--- src/rtl/hav_pkg.sv ---
// Package for the host address validator: state type, character codes, forms and helpers.
package hav_pkg;

   localparam logic [7:0] CHR_COLON  = 8'h3A;
   localparam logic [7:0] CHR_DOT    = 8'h2E;
   localparam logic [7:0] CHR_HYPHEN = 8'h2D;
   localparam logic [7:0] CHR_ZERO   = 8'h30;

   localparam logic [1:0] FORM_INVALID = 2'd0;
   localparam logic [1:0] FORM_IPV4    = 2'd1;
   localparam logic [1:0] FORM_IPV6    = 2'd2;
   localparam logic [1:0] FORM_DNS     = 2'd3;

   localparam logic [8:0] LENGTH_MAX      = 9'd511;
   localparam logic [8:0] NAME_LENGTH_MAX = 9'd253;
   localparam logic [6:0] LABEL_MAX       = 7'd63;
   localparam logic [6:0] LABEL_SAT       = 7'd127;
   localparam logic [2:0] COUNT3_SAT      = 3'd7;
   localparam logic [2:0] HEX_DIGITS_MAX  = 3'd4;
   localparam logic [2:0] QUAD_DIGITS_MAX = 3'd3;
   localparam logic [9:0] QUAD_VALUE_MAX  = 10'd255;
   localparam logic [3:0] GROUPS_FULL     = 4'd8;
   localparam logic [3:0] QUAD_PART_COUNT = 4'd4;
   localparam logic [1:0] COLON_RUN_SAT   = 2'd3;

   typedef struct packed {
      logic [8:0] length_count;
      logic [7:0] prev_char;
      logic       colon_seen;
      logic       only_digits_dots;
      logic       quad_ok;
      logic [2:0] quad_parts;
      logic [2:0] quad_digits;
      logic [9:0] quad_value;
      logic       quad_zero_lead;
      logic       name_ok;
      logic       dot_pending;
      logic [6:0] label_count;
      logic       six_ok;
      logic       double_colon_seen;
      logic [3:0] group_count;
      logic [2:0] hex_count;
      logic       dotted_piece;
      logic [1:0] colon_run;
   } hav_state_type;

   localparam hav_state_type STATE_CLEAR = '{
      length_count: 9'd0, prev_char: 8'd0, colon_seen: 1'b0, only_digits_dots: 1'b1,
      quad_ok: 1'b1, quad_parts: 3'd0, quad_digits: 3'd0, quad_value: 10'd0,
      quad_zero_lead: 1'b0, name_ok: 1'b1, dot_pending: 1'b0, label_count: 7'd0,
      six_ok: 1'b1, double_colon_seen: 1'b0, group_count: 4'd0, hex_count: 3'd0,
      dotted_piece: 1'b0, colon_run: 2'd0};

   function automatic logic is_dig(input logic [7:0] c);
      return (c >= 8'h30) && (c <= 8'h39);
   endfunction

   function automatic logic is_hex(input logic [7:0] c);
      return is_dig(c) || ((c >= 8'h61) && (c <= 8'h66)) || ((c >= 8'h41) && (c <= 8'h46));
   endfunction

   function automatic logic is_alnum(input logic [7:0] c);
      return is_dig(c) || ((c >= 8'h61) && (c <= 8'h7A)) || ((c >= 8'h41) && (c <= 8'h5A));
   endfunction

   // Group count add, saturating at 15.
   function automatic logic [3:0] add_groups(input logic [3:0] g, input logic [1:0] n);
      logic [4:0] sum;
      sum = {1'b0, g} + {3'd0, n};
      return sum[4] ? 4'hF : sum[3:0];
   endfunction

endpackage

--- src/rtl/host_address_validator.sv ---
// Host address validator: classifies a streamed host string as IPv4, IPv6 or DNS name.
// A word accepted into the input register is processed from there; if it is the last word
// of a string, its result is registered in the result register and offered on the rsp channel.
// Throughput: one word per cycle, set by the single character-update stage; a last word
// waits only while an earlier result is held in the result register by rsp_stall.
// Reset: synchronous and active high; it clears the string state and both stages, and
// sets allow_names to one.
module host_address_validator (
   input  logic       clock,
   input  logic       reset,
   input  logic       req_valid,
   output logic       req_stall,
   input  logic [7:0] req_character,
   input  logic       req_no_char,
   input  logic       req_last,
   output logic       rsp_valid,
   input  logic       rsp_stall,
   output logic       rsp_valid_res,
   output logic [1:0] rsp_form,
   input  logic       csr_valid,
   output logic       csr_ready,
   input  logic       csr_allow_names
);

   // The configuration register is always ready; users write it only while idle, unchecked.
   logic allow_names_ff;

   // Input register: holds one word between acceptance and processing.
   logic       in_valid_ff;
   logic [7:0] in_char_ff;
   logic       in_no_char_ff;
   logic       in_last_ff;

   // Result register.
   logic       rsp_valid_ff;
   logic       rsp_valid_res_ff;
   logic [1:0] rsp_form_ff;

   hav_pkg::hav_state_type state_ff;
   hav_pkg::hav_state_type state_in;
   logic [1:0]             form_in;

   logic       advance;
   logic       req_accept;
   logic [7:0] c;
   logic [3:0] fin_groups;
   logic [3:0] fin_parts;
   logic       fin_quad;
   logic       fin_ok;
   logic       ends_dot;
   logic [8:0] dlen;
   logic [9:0] digit;

   // The held word moves on unless it ends a string and the result register is
   // still occupied by a result that is not being taken.
   assign advance    = in_valid_ff && (!in_last_ff || !rsp_valid_ff || !rsp_stall);
   assign req_stall  = in_valid_ff && !advance;
   assign req_accept = req_valid && !req_stall;
   assign csr_ready  = 1'b1;

   assign rsp_valid     = rsp_valid_ff;
   assign rsp_valid_res = rsp_valid_res_ff;
   assign rsp_form      = rsp_form_ff;

   assign c     = in_char_ff;
   assign digit = {6'd0, c[3:0]};

   // Character update followed by the end-of-string judgement, on the updated state.
   always_comb begin
      state_in   = state_ff;
      form_in    = hav_pkg::FORM_INVALID;
      fin_groups = 4'd0;
      fin_parts  = 4'd0;
      fin_quad   = 1'b0;
      fin_ok     = 1'b0;
      ends_dot   = 1'b0;
      dlen       = 9'd0;

      if (!in_no_char_ff) begin
         if (!(hav_pkg::is_dig(c) || c == hav_pkg::CHR_DOT)) begin
            state_in.only_digits_dots = 1'b0;
         end

         // IPv6 piece tracking, with the dotted-quad checker restarted at each colon.
         if (c == hav_pkg::CHR_COLON) begin
            state_in.colon_seen = 1'b1;
            if (state_in.colon_run != hav_pkg::COLON_RUN_SAT) begin
               state_in.colon_run = state_in.colon_run + 2'd1;
            end
            if (state_in.colon_run == 2'd1) begin
               if (state_in.dotted_piece) begin
                  state_in.six_ok = 1'b0;
               end else if (state_in.hex_count > hav_pkg::HEX_DIGITS_MAX) begin
                  state_in.six_ok = 1'b0;
               end else if (state_in.hex_count != 3'd0) begin
                  state_in.group_count = hav_pkg::add_groups(state_in.group_count, 2'd1);
               end
            end else if (state_in.colon_run == 2'd2) begin
               if (state_in.double_colon_seen) begin
                  state_in.six_ok = 1'b0;
               end
               state_in.double_colon_seen = 1'b1;
            end else begin
               state_in.six_ok = 1'b0;
            end
            state_in.hex_count      = 3'd0;
            state_in.dotted_piece   = 1'b0;
            state_in.quad_ok        = 1'b1;
            state_in.quad_parts     = 3'd0;
            state_in.quad_digits    = 3'd0;
            state_in.quad_value     = 10'd0;
            state_in.quad_zero_lead = 1'b0;
         end else begin
            // A lone colon at the very start leaves an empty first piece.
            if (state_in.colon_run == 2'd1 && state_ff.length_count == 9'd1) begin
               state_in.six_ok = 1'b0;
            end
            state_in.colon_run = 2'd0;
            if (c == hav_pkg::CHR_DOT) begin
               state_in.dotted_piece = 1'b1;
            end else if (!hav_pkg::is_hex(c)) begin
               state_in.six_ok = 1'b0;
            end
            if (state_in.hex_count != hav_pkg::COUNT3_SAT) begin
               state_in.hex_count = state_in.hex_count + 3'd1;
            end

            // Dotted-quad part tracking.
            if (hav_pkg::is_dig(c)) begin
               if (state_in.quad_digits != 3'd0 && state_in.quad_zero_lead) begin
                  state_in.quad_ok = 1'b0;
               end
               if (state_in.quad_digits == 3'd0) begin
                  state_in.quad_zero_lead = (c == hav_pkg::CHR_ZERO);
               end
               if (state_in.quad_digits != hav_pkg::COUNT3_SAT) begin
                  state_in.quad_digits = state_in.quad_digits + 3'd1;
               end
               if (state_in.quad_digits > hav_pkg::QUAD_DIGITS_MAX) begin
                  state_in.quad_ok = 1'b0;
               end else begin
                  // The previous value is at most 99 here, so ten bits suffice.
                  state_in.quad_value = (state_in.quad_value << 3)
                                      + (state_in.quad_value << 1) + digit;
                  if (state_in.quad_value > hav_pkg::QUAD_VALUE_MAX) begin
                     state_in.quad_ok = 1'b0;
                  end
               end
            end else if (c == hav_pkg::CHR_DOT) begin
               if (state_in.quad_digits == 3'd0) begin
                  state_in.quad_ok = 1'b0;
               end else if (state_in.quad_parts != hav_pkg::COUNT3_SAT) begin
                  state_in.quad_parts = state_in.quad_parts + 3'd1;
               end
               state_in.quad_digits    = 3'd0;
               state_in.quad_value     = 10'd0;
               state_in.quad_zero_lead = 1'b0;
            end else begin
               state_in.quad_ok = 1'b0;
            end
         end

         // DNS label tracking. A dot opening an empty label is only an error if
         // anything follows it, since it may yet be the stripped trailing dot.
         if (state_in.dot_pending) begin
            state_in.name_ok = 1'b0;
         end
         state_in.dot_pending = 1'b0;
         if (c == hav_pkg::CHR_DOT) begin
            if (state_in.label_count == 7'd0) begin
               state_in.dot_pending = 1'b1;
            end else if (state_ff.prev_char == hav_pkg::CHR_HYPHEN) begin
               state_in.name_ok = 1'b0;
            end
            state_in.label_count = 7'd0;
         end else if (hav_pkg::is_alnum(c) || c == hav_pkg::CHR_HYPHEN) begin
            if (state_in.label_count == 7'd0 && c == hav_pkg::CHR_HYPHEN) begin
               state_in.name_ok = 1'b0;
            end
            if (state_in.label_count != hav_pkg::LABEL_SAT) begin
               state_in.label_count = state_in.label_count + 7'd1;
            end
            if (state_in.label_count > hav_pkg::LABEL_MAX) begin
               state_in.name_ok = 1'b0;
            end
         end else begin
            state_in.name_ok = 1'b0;
         end

         state_in.prev_char = c;
         if (state_in.length_count != hav_pkg::LENGTH_MAX) begin
            state_in.length_count = state_in.length_count + 9'd1;
         end
      end

      // Judgement of the finished string.
      fin_parts  = {1'b0, state_in.quad_parts} + {3'd0, (state_in.quad_digits != 3'd0)};
      fin_quad   = state_in.quad_ok && (fin_parts == hav_pkg::QUAD_PART_COUNT);
      fin_groups = state_in.group_count;
      ends_dot   = (state_in.prev_char == hav_pkg::CHR_DOT);
      dlen       = state_in.length_count - {8'd0, ends_dot};
      if (state_in.length_count == 9'd0) begin
         form_in = hav_pkg::FORM_INVALID;
      end else if (state_in.colon_seen) begin
         fin_ok = state_in.six_ok;
         if (state_in.dotted_piece) begin
            if (!fin_quad) begin
               fin_ok = 1'b0;
            end
            fin_groups = hav_pkg::add_groups(fin_groups, 2'd2);
         end else if (state_in.hex_count != 3'd0) begin
            if (state_in.hex_count > hav_pkg::HEX_DIGITS_MAX) begin
               fin_ok = 1'b0;
            end else begin
               fin_groups = hav_pkg::add_groups(fin_groups, 2'd1);
            end
         end else if (state_in.colon_run == 2'd1) begin
            fin_ok = 1'b0;
         end
         if (state_in.double_colon_seen) begin
            if (fin_groups >= hav_pkg::GROUPS_FULL) begin
               fin_ok = 1'b0;
            end
         end else if (fin_groups != hav_pkg::GROUPS_FULL) begin
            fin_ok = 1'b0;
         end
         form_in = fin_ok ? hav_pkg::FORM_IPV6 : hav_pkg::FORM_INVALID;
      end else if (fin_quad) begin
         form_in = hav_pkg::FORM_IPV4;
      end else if (state_in.only_digits_dots || !allow_names_ff) begin
         form_in = hav_pkg::FORM_INVALID;
      end else if (state_in.name_ok
                   && !(!ends_dot && state_in.prev_char == hav_pkg::CHR_HYPHEN)
                   && dlen != 9'd0 && dlen <= hav_pkg::NAME_LENGTH_MAX) begin
         form_in = hav_pkg::FORM_DNS;
      end

      // The state is cleared for the next string once a result is produced.
      if (in_last_ff) begin
         state_in = hav_pkg::STATE_CLEAR;
      end
   end

   always_ff @(posedge clock) begin
      if (reset) begin
         allow_names_ff <= 1'b1;
         in_valid_ff    <= 1'b0;
         rsp_valid_ff   <= 1'b0;
         state_ff       <= hav_pkg::STATE_CLEAR;
      end else begin
         if (csr_valid && csr_ready) begin
            allow_names_ff <= csr_allow_names;
         end

         if (req_accept) begin
            in_valid_ff <= 1'b1;
         end else if (advance) begin
            in_valid_ff <= 1'b0;
         end

         if (advance) begin
            state_ff <= state_in;
         end

         if (advance && in_last_ff) begin
            rsp_valid_ff <= 1'b1;
         end else if (rsp_valid_ff && !rsp_stall) begin
            rsp_valid_ff <= 1'b0;
         end
      end
   end

   // Payload registers need no reset.
   always_ff @(posedge clock) begin
      if (req_accept) begin
         in_char_ff    <= req_character;
         in_no_char_ff <= req_no_char;
         in_last_ff    <= req_last;
      end
      if (advance && in_last_ff) begin
         rsp_valid_res_ff <= (form_in != hav_pkg::FORM_INVALID);
         rsp_form_ff      <= form_in;
      end
   end

endmodule
--- config.mk ---
export PLATFORM = sky130hd
export DESIGN_NAME = host_address_validator
export DESIGN_NICKNAME = d
export VERILOG_FILES = /design/src/rtl/hav_pkg.sv /design/src/rtl/host_address_validator.sv
export SDC_FILE = /design/constraint.sdc
export NUM_CORES = 1
export LEC_CHECK = 0
export ABC_AREA = 1
export BUFFER_PORTS_ARGS = -buffer_cell sky130_fd_sc_hd__buf_2
export CORE_MARGIN = 1
export CORE_UTILIZATION = 40
export DETAILED_ROUTE_END_ITERATION = 6
export SLEW_MARGIN = 5
export SYNTH_ARGS = -nofsm -noshare
export SYNTH_HDL_FRONTEND = slang
export SYNTH_SLANG_ARGS = --single-unit
--- constraint.sdc ---
create_clock -name clock -period 2.8 [get_ports clock]
set_input_delay 0.42 -clock clock [delete_from_list [all_inputs] [get_ports clock]]
set_output_delay 0.42 -clock clock [all_outputs]
set_load 0.03 [all_outputs]
==> qor.txt <==
First-pass GRT wire length: 23.30 mm
Worst Clk Skew: 11.00 ps
Netlist Area Pre-Place: 5271 um2
Max incr delay on CP: 490 ps
Hold-fix buffers, CTS: 0
#FFs+latches synth: 73
Unrepaired setup endpoints after global routing: yes
Via Count: 5341
DP Cell Count: 1060
GRT Util Overall: 22.17%
Num CTS Buffers: 9
Fraction of layout cells with a size suffix above 1: 21.74%
Initial core utilization: 41.43%
Die Wd: 116.8 um
Final setup margin: -135.8 ps
Placed inst area: 6081 um2
Area growth syn-to-layout: 26.42%
Top-Level Pins: 22
Distinct cells, synth: 48
CP delay by family, top: simple AND/OR/NAND/NOR gates
Average size of a mapped cell: 6.476 um2
Power Density: 407.5 nW/um2
Residual DRC count: 0
DIE HEIGHT: 116.8 um
Critical Path End Type: flop
Routed WL: 13.95 mm
1st-pass router iterations: 5
Placer Congestion: 0.8752
Slew Limit Fails: 0
WP buf/inv: 3
Post-synth top cells: 245 x nand2_1, 106 x inv_1, 70 x nor2_1
N_diodes: 0
Post-synthesis sequential area ratio: 30.19%
Worst-path cell chain: buf_4, buf_4, buf_4, nor2_1, nand2_1, o22ai_1, or3_1, ha_2, ha_4, nor2_4, nand2_1, nor2_1, nand2_1, nand4_1, nand2_1, nand3_2, nand2_1
Number of synthesized flops with an enable pin: 13
Worst path slowest cell: edfxtp_1
Yosys top cell by area: dfxtp_1
Initial DRC count: 396
Failing checks: negative setup slack
H-Tree Depth: 3
Initial antenna violation count: 0
Multi-input logic area: 3324 um2
Ranking of synthesized cells by area: dfxtp_1 23%, nand2_1 17%, inv_1 7.5%
Final hold violation count: 0
Worst-Margin Slew: 560.3 ps
Clock sink count: 73
Post-synth top area share: 22.79%
Aggregate global routing overflow: 0
NumNets Final: 963
Crit Path Max Fanout: 8
CTS tree: built
Maximum clock frequency: 0.3406 GHz
Die ar.: 13640 um2
Main synth FF type: dfxtp_1
Most frequent cell after synthesis: nand2_1
Worst min path class: input port to flop
Root Driver: clkbuf_16
Register area: 1592 um2
Vias in the first global route: 4876
DR WL/cell: 12.78 um
Final setup vio count: 3
Vias per inst: 4.891
Synth warn: 0
WS Path Type: flop to flop
Peak VDD IR: 0.3465 mV
Worst slew margin: 62.40%
Cell count after synthesis: 814
Fillcell total: 1315
Buffers added on ports: 20
Detailed placement HPWL: 10.24 mm
Worst skew pair latency: 350 ps
Async SR Flop Fraction: 0%
Status: finished with violations
Syn Nets: 862
Core Box Area: 12720 um2
Pin count of the biggest net entering global routing: 40
Critical Path AT: 3030 ps
Pleak: 3.220 nW
Clock tree buffer depth: 2
Max-Cap Viols: 0
Ratio of final minimum period to clock period: 104.8%
CTS clk-pin slew, worst paths: 60 ps
Post-route cell area: 6664 um2
Final min period: 2936 ps
CP required: 2900 ps
Antenna Nets Post-Route: 0
CP Launch Type: flop
Std cell rows: 41
Non-Filler Instances: 1092
Most frequent CP cell: nand2_1
Core Util, Final: 52.38%
power breakdown:
group | internal [W] | total, W | switching, W
clock network | 0.000772 | 0.00124 | 0.000471
logic | 0.000143 | 0.000352 | 0.000209
registers | 0.00110 | 0.00112 | 0.0000228
metrics by stage:
stage	worst slack, ps	power, W	TNS, ps	hold WS (ps)
final	-135.8	0.002715	-340.3	242.7
after global routing	-428.2	0.002831	-1208	230.6
after detailed placement	-214.9	0.001458	-595.3	438.6
after global placement	-162.8	0.001458	-462.7	434.0
after CTS	-87.19	0.002723	-208.0	233.3
after floorplan	-9.736	0.001338	-9.736	418.5
flip-flops by register name (all words and copies together), names as in the netlist:
signal          cells
c                   8
state_ff           57
in_no_char_ff       1
rsp_valid_res       1
in_last_ff          1
rsp_form            2
allow_names_ff      1
rsp_valid           1
in_valid_ff         1
cells by family (layout without fill, tap and decap cells):
logic type               Yosys count  count (layout)  share of synthesized area, %
flip-flops                        73              73                         30.19
AND/OR/NAND/NOR                  441             441                         37.34
AO/OA/AOI/OAI                    124             124                         13.20
XOR/XNOR                           9               9                         1.495
buffers and inverters            134             240                         9.827
adder cells (fa/ha/maj)           32              32                         7.880
other                              1               1                       0.07114
cell usage in the layout, fill, tap and decap left out, types with 4 or more instances in the layout:
cell type | Yosys | layout
o21ai_1 | 3 | 9
nand2_1 | 245 | 240
buf_4 | 3 | 87
o21ai_0 | 36 | 28
inv_2 | 8 | 12
buf_2 | 3 | 20
a31oi_1 | 4 | 4
dfxtp_1 | 60 | 60
xor2_1 | 5 | 5
nor2_4 | 2 | 4
nor2_1 | 70 | 63
edfxtp_1 | 13 | 13
clkbuf_16 | 0 | 9
nand2_2 | 7 | 11
clkinv_2 | 0 | 5
nand2_4 | 3 | 4
nor3_1 | 7 | 7
ha_1 | 30 | 25
nor2_2 | 3 | 8
nand3_1 | 63 | 57
nand4_1 | 13 | 13
a21oi_1 | 56 | 56
nand3b_1 | 6 | 6
inv_1 | 106 | 101
nand3_2 | 5 | 10
or2_2 | 6 | 6
o22ai_1 | 4 | 4
a211oi_1 | 7 | 7
xnor2_1 | 4 | 4
per-layer routing:
metal / share of wire, % / GRT usage (%) / vias to the layer above
li1: - / - / 2851
met1: 49 / 29.97 / 2374
met2: 45 / 35.78 / 103
met3: 4.9 / 4.840 / 13
met4: 1.1 / 5.907 / 0
met5: 0 / 0 / -
worst reg2reg max path: stages, from the launching register on:
cell and delay (ps):
edfxtp_1 490, buf_4 190, buf_4 120, buf_4 170, nor2_1 300, nand2_1 90, o22ai_1 190, or3_1 150
ha_2 200, ha_4 200, nor2_4 80, nand2_1 50, nor2_1 80, nand2_1 90, nand4_1 100, nand2_1 60
nand3_2 60, nand2_1 50
area by class of cell:
type                       count  area share, %
sequential                    73          23.88
clock inverter                 7          1.277
multi-input combinational    607          49.89
clock buffer                   9          3.380
tap                          172          3.229
timing repair buffer         110          11.81
inverter                     114          6.534
path summary, 6_finish.rpt:
| kind | start | slack (ps) | cells past startpoint | to |
|---|---|---|---|---|
| min reg2reg | state_ff[11] | 460 | 2 | state_ff[11] |
| max | in_no_char_ff | -140 | 17 | rsp_valid_res |
| max reg2reg | in_no_char_ff | -140 | 17 | rsp_valid_res |
| min | req_character[0] | 240 | 1 | c[0] |
timing repair:
| action | in CTS | in global routing |
|---|---|---|
| buffers inserted | 13 | 3 |
| gates resized for setup | 21 | 25 |
| pin swaps | 14 | 9 |
| endpoints found under the setup margin | 3 | 3 |
Power figures use the tool's default switching activity.
